==> src/rtl/fglt_pkg.sv <==
`timescale 1ns / 1ps
// Shared types and constants for the functional graph longest tour core.
// No dependencies.
package fglt_pkg;

	localparam int MAX_NODES = 1024;
	localparam int SLOTS     = MAX_NODES + 1;
	localparam int NW        = $clog2(SLOTS);      // slot index / count width
	localparam int LW        = 11;                 // stored path length width
	localparam int BW        = LW + 1;             // best length, holds a sum of two lengths

	localparam logic [NW-1:0] MAX_N     = NW'(MAX_NODES);
	localparam logic [NW-1:0] LAST_SLOT = NW'(SLOTS - 1);
	localparam logic [NW-1:0] STEP_LIM  = NW'(SLOTS);

	typedef enum logic [4:0] {
		ST_CLEAR,
		ST_IDLE,
		ST_C_SCAN,
		ST_C_CHK,
		ST_W_SUCC,
		ST_W_VIS,
		ST_M_MARK,
		ST_M_WAIT,
		ST_X_RD,
		ST_X_CMP,
		ST_T_SCAN,
		ST_T_CHK,
		ST_T_STEP,
		ST_T_SUCC,
		ST_T_NX,
		ST_DONE
	} state_t;

	typedef struct packed {
		logic          strobe;
		logic [LW-1:0] length;
	} res_t;

endpackage

==> src/rtl/fglt_apb.sv <==
`timescale 1ns / 1ps
// APB register block holding node_count.
// Depends on fglt_pkg.
module fglt_apb (
	input  logic                 clk,
	input  logic                 arst_n,
	input  logic                 psel,
	input  logic                 penable,
	input  logic                 pwrite,
	input  logic [2:0]           paddr,
	input  logic [31:0]          pwdata,
	output logic [31:0]          prdata,
	output logic                 pready,
	output logic [fglt_pkg::NW-1:0] node_count
);
	import fglt_pkg::*;

	logic [10:0] node_count_q;

	always_ff @(posedge clk or negedge arst_n) begin
		if (!arst_n) begin
			node_count_q <= '0;
		end else if (psel && penable && pwrite && !paddr[2]) begin
			node_count_q <= pwdata[10:0];
		end
	end

	assign pready = 1'b1;
	assign prdata = paddr[2] ? 32'd0 : {21'd0, node_count_q};
	// effective count saturates at MAX_NODES
	assign node_count = (NW'(node_count_q) > MAX_N) ? MAX_N : NW'(node_count_q);

endmodule

==> config.mk <==
export PLATFORM = sky130hd
export DESIGN_NAME = fglt_apb
export DESIGN_NICKNAME = d
export VERILOG_FILES = /design/src/rtl/fglt_pkg.sv /design/src/rtl/fglt_apb.sv
export SDC_FILE = /design/constraint.sdc
export NUM_CORES = 1
export LEC_CHECK = 0
export ABC_AREA = 1
export BUFFER_PORTS_ARGS = -buffer_cell sky130_fd_sc_hd__buf_2
export CAP_MARGIN = 20
export CORE_ASPECT_RATIO = 1.1
export CORE_MARGIN = 10
export CORE_UTILIZATION = 30
export CTS_CLUSTER_DIAMETER = 100
export DETAILED_ROUTE_END_ITERATION = 16
export GPL_TIMING_DRIVEN = 0
export PLACE_DENSITY = 0.81
export SYNTH_ARGS = -nofsm -noshare
export SYNTH_HDL_FRONTEND = slang
export SYNTH_SLANG_ARGS = --single-unit
==> constraint.sdc <==
create_clock -name clk -period 0.95 [get_ports clk]
set_clock_uncertainty 0.1 [all_clocks]
set_input_delay 0.0475 -clock clk [delete_from_list [all_inputs] [get_ports clk]]
set_output_delay 0.0475 -clock clk [all_outputs]
set_load 0.01 [all_outputs]
==> results.sh <==
export IMPL_status="finished with violations"
export IMPL_failed_checks="negative setup slack"
export IMPL_n_antenna_cell=0
export IMPL_clkTransAtPathRegs_ns=0.07
export IMPL_area_growth_pct=71.8
export IMPL_r2r_start="node_count_q[6]$_DFFE_PN0P_"
export IMPL_grt_pass1_vias=822
export IMPL_crit_path_max_incr_delay_ns=0.39
export IMPL_wirelength_um=2480
export IMPL_synth_most_common_cell="nor2_1"
export IMPL_antenna_left=0
export IMPL_routedWlPerCell_um=11.6
export IMPL_hp_class="input port to asynchronous set/reset pin"
export IMPL_initial_core_util=0.307
export IMPL_dieArea_um2=4950
export IMPL_syn_area_per_cell_um2=7.37
export IMPL_largestRegisters="node_count_q (11)"
export IMPL_cts_num_sinks=11
export IMPL_gp_congestion=0.664
export IMPL_setup_tns_final_ns=-7.12
export IMPL_ys_ff_latch=11
export IMPL_drc_errors=0
export IMPL_synth_edf_count=0
export IMPL_antenna_found_initial=0
export IMPL_fin_ws_ns=-0.561
export IMPL_p_per_area_nw_per_um2=1350
export IMPL_largest_reg_flops=11
export IMPL_numCtsBuffers=3
export IMPL_cp_max_fo=5
export IMPL_max_cap_violations=0
export IMPL_syn_inst=103
export IMPL_portBuffers=38
export IMPL_seq_area_frac_synth=0.362
export IMPL_yosys_top_cells_count="nor2_1 (37), buf_4 (22), dfrtp_1 (11), inv_1 (11), a21oi_1 (10)"
export IMPL_overflow=0
export IMPL_min_period_over_period=1.59
export IMPL_hold_viol=0
export IMPL_yosys_area_top_type_share=0.362
export IMPL_root_buffer="clkbuf_4"
export IMPL_clockBufferDepth=2
export IMPL_track_usage=0.0921
export IMPL_drtIter0Drc=11
export IMPL_setup_viol=22
export IMPL_cts_htree_levels=1
export IMPL_max_freq_mhz=662
export IMPL_grtUsageMet2=0.159
export IMPL_drive_gt1_frac=0.519
export IMPL_start_kind="flop"
export IMPL_pin_count=84
export IMPL_slew_violations=0
export IMPL_hold_ws_ns=0.0735
export IMPL_coreArea_um2=2470
export IMPL_insertion_delay_ns=0.26
export IMPL_fillers=243
export IMPL_place_hpwl_um=1900
export IMPL_busiest_layer="met2"
export IMPL_synthFlopType="dfrtp_1"
export IMPL_grt_max_degree=12
export IMPL_fin_nets=224
export IMPL_crit_chain="nor2_1, nand3_1, nor2_4, nor2_4, nor2_1, buf_2"
export IMPL_rsz0062_at_grt="yes"
export IMPL_dp_slack_ns=-0.311
export IMPL_cts_tree="done"
export IMPL_yosys_cell_types_count=14
export IMPL_fin_cells=214
export IMPL_drtPass1Iterations=3
export IMPL_synthTopCellsByArea="dfrtp_1 (36%), buf_4 (22%), nor2_1 (18%)"
export IMPL_die_w_um=68.0
export IMPL_worst_ir_drop_vdd_v=0.000837
export IMPL_grt_pass1_wl_um=3640
export IMPL_crit_arrival_ns=1.36
export IMPL_fin_crit_ns=1.51
export IMPL_gr_usage_met3=0.0353
export IMPL_yosysWarningCount=0
export IMPL_viasPerCell=3.80
export IMPL_largest_register="node_count_q"
export IMPL_dp_cells=192
export IMPL_r2r_cells=4
export IMPL_row_count=19
export IMPL_syn_cell_area_um2=759
export IMPL_vias=813
export IMPL_cp_slowest_cell="dfrtp_1"
export IMPL_crit_start="node_count_q[6]$_DFFE_PN0P_"
export IMPL_p_leak_nw=0.749
export IMPL_p_total_mw=1.76
export IMPL_yosys_area_top_type="dfrtp_1"
export IMPL_crit_required_ns=0.80
export IMPL_cp_end_kind="output pin"
export IMPL_path_class="flop to output pin"
export IMPL_async_reset_ff_frac=1.00
export IMPL_met1_usage=0.0923
export IMPL_die_h_um=72.8
==> worst paths after layout <==
path / slack, ns / end
setup / recovery: -0.56 / node_count[8]
hold / removal: 0.07 / node_count_q[6]$_DFFE_PN0P_
setup reg to reg: 0.03 / node_count_q[6]$_DFFE_PN0P_
hold reg to reg: 0.45 / node_count_q[8]$_DFFE_PN0P_
max in group asynchronous: 0.47 / node_count_q[9]$_DFFE_PN0P_
min in group clk: 0.08 / node_count_q[5]$_DFFE_PN0P_
==> layout by cell type (no fill, tap or decap), drive strengths merged <==
cell         synthesis  final
dfrtp               11     11
nand4                1      1
nor2                38     39
dlygate4sd3          0     12
clkbuf               1      5
nand3                2      2
inv                 12     12
a21oi               11     11
buf                 25     68
conb                 2     22
==> final cells by class <==
type / count / area, um^2 / share of cell area
Buffer: 26 / 196 / 0.151
Clock buffer: 4 / 26.3 / 0.0201
Inverter: 12 / 50.0 / 0.0384
Multi-Input combinational cell: 75 / 367 / 0.281
Sequential cell: 11 / 275 / 0.211
Tap cell: 31 / 38.8 / 0.0297
Timing Repair Buffer: 55 / 352 / 0.269
==> cell families after synthesis <==
family	after synthesis	synth area share
and+or+nand+nor	41	0.232
buffers and inverters	38	0.318
AOI/OAI and AO/OA	11	0.0774
DFF	11	0.362
other	2	0.00989
==> report_power, final <==
group	leakage, nW	switching [mW]	total [mW]	internal (mW)
logic	0.617	0.449	0.824	0.375
clock network	0.0150	0.153	0.316	0.162
registers	0.117	0.0619	0.618	0.556
==> worst max-delay path, delay by kind of cell, from the launching register on <==
family	cells	cell delay (ns)
DFF	1	0.39
and+or+nand+nor	5	0.56
buffers and inverters	1	0.15
==> what timing repair did <==
| item | 4_1_cts | 5_1_grt |
|---|---|---|
| cloned | 0 | 1 |
| hold endpoints to repair | 22 | 0 |
| pin swaps | 0 | 7 |
| setup buffers | 1 | 4 |
| hold buffers | 12 | 0 |
| setup endpoints to repair | 22 | 22 |
| resized for setup | 11 | 14 |
==> metal layers <==
metal | vias to the layer above | share of wire
met2 | 35 | 0.53
met3 | 6 | 0.10
li1 | 428 | -
met1 | 344 | 0.34
met5 | - | 0
met4 | 0 | 0.024
==> stage by stage <==
| stage | util | instance area, um^2 |
|---|---|---|
| 6_report | 0.528 | 1310 |
| 5_1_grt | 0.528 | 1310 |
| 4_1_cts | 0.495 | 1220 |
| 3_5_place_dp | 0.430 | 1060 |
| 3_3_place_gp | 0.430 | 1060 |
| 2_1_floorplan | - | 835 |
(Power assumes the default switching activity.)
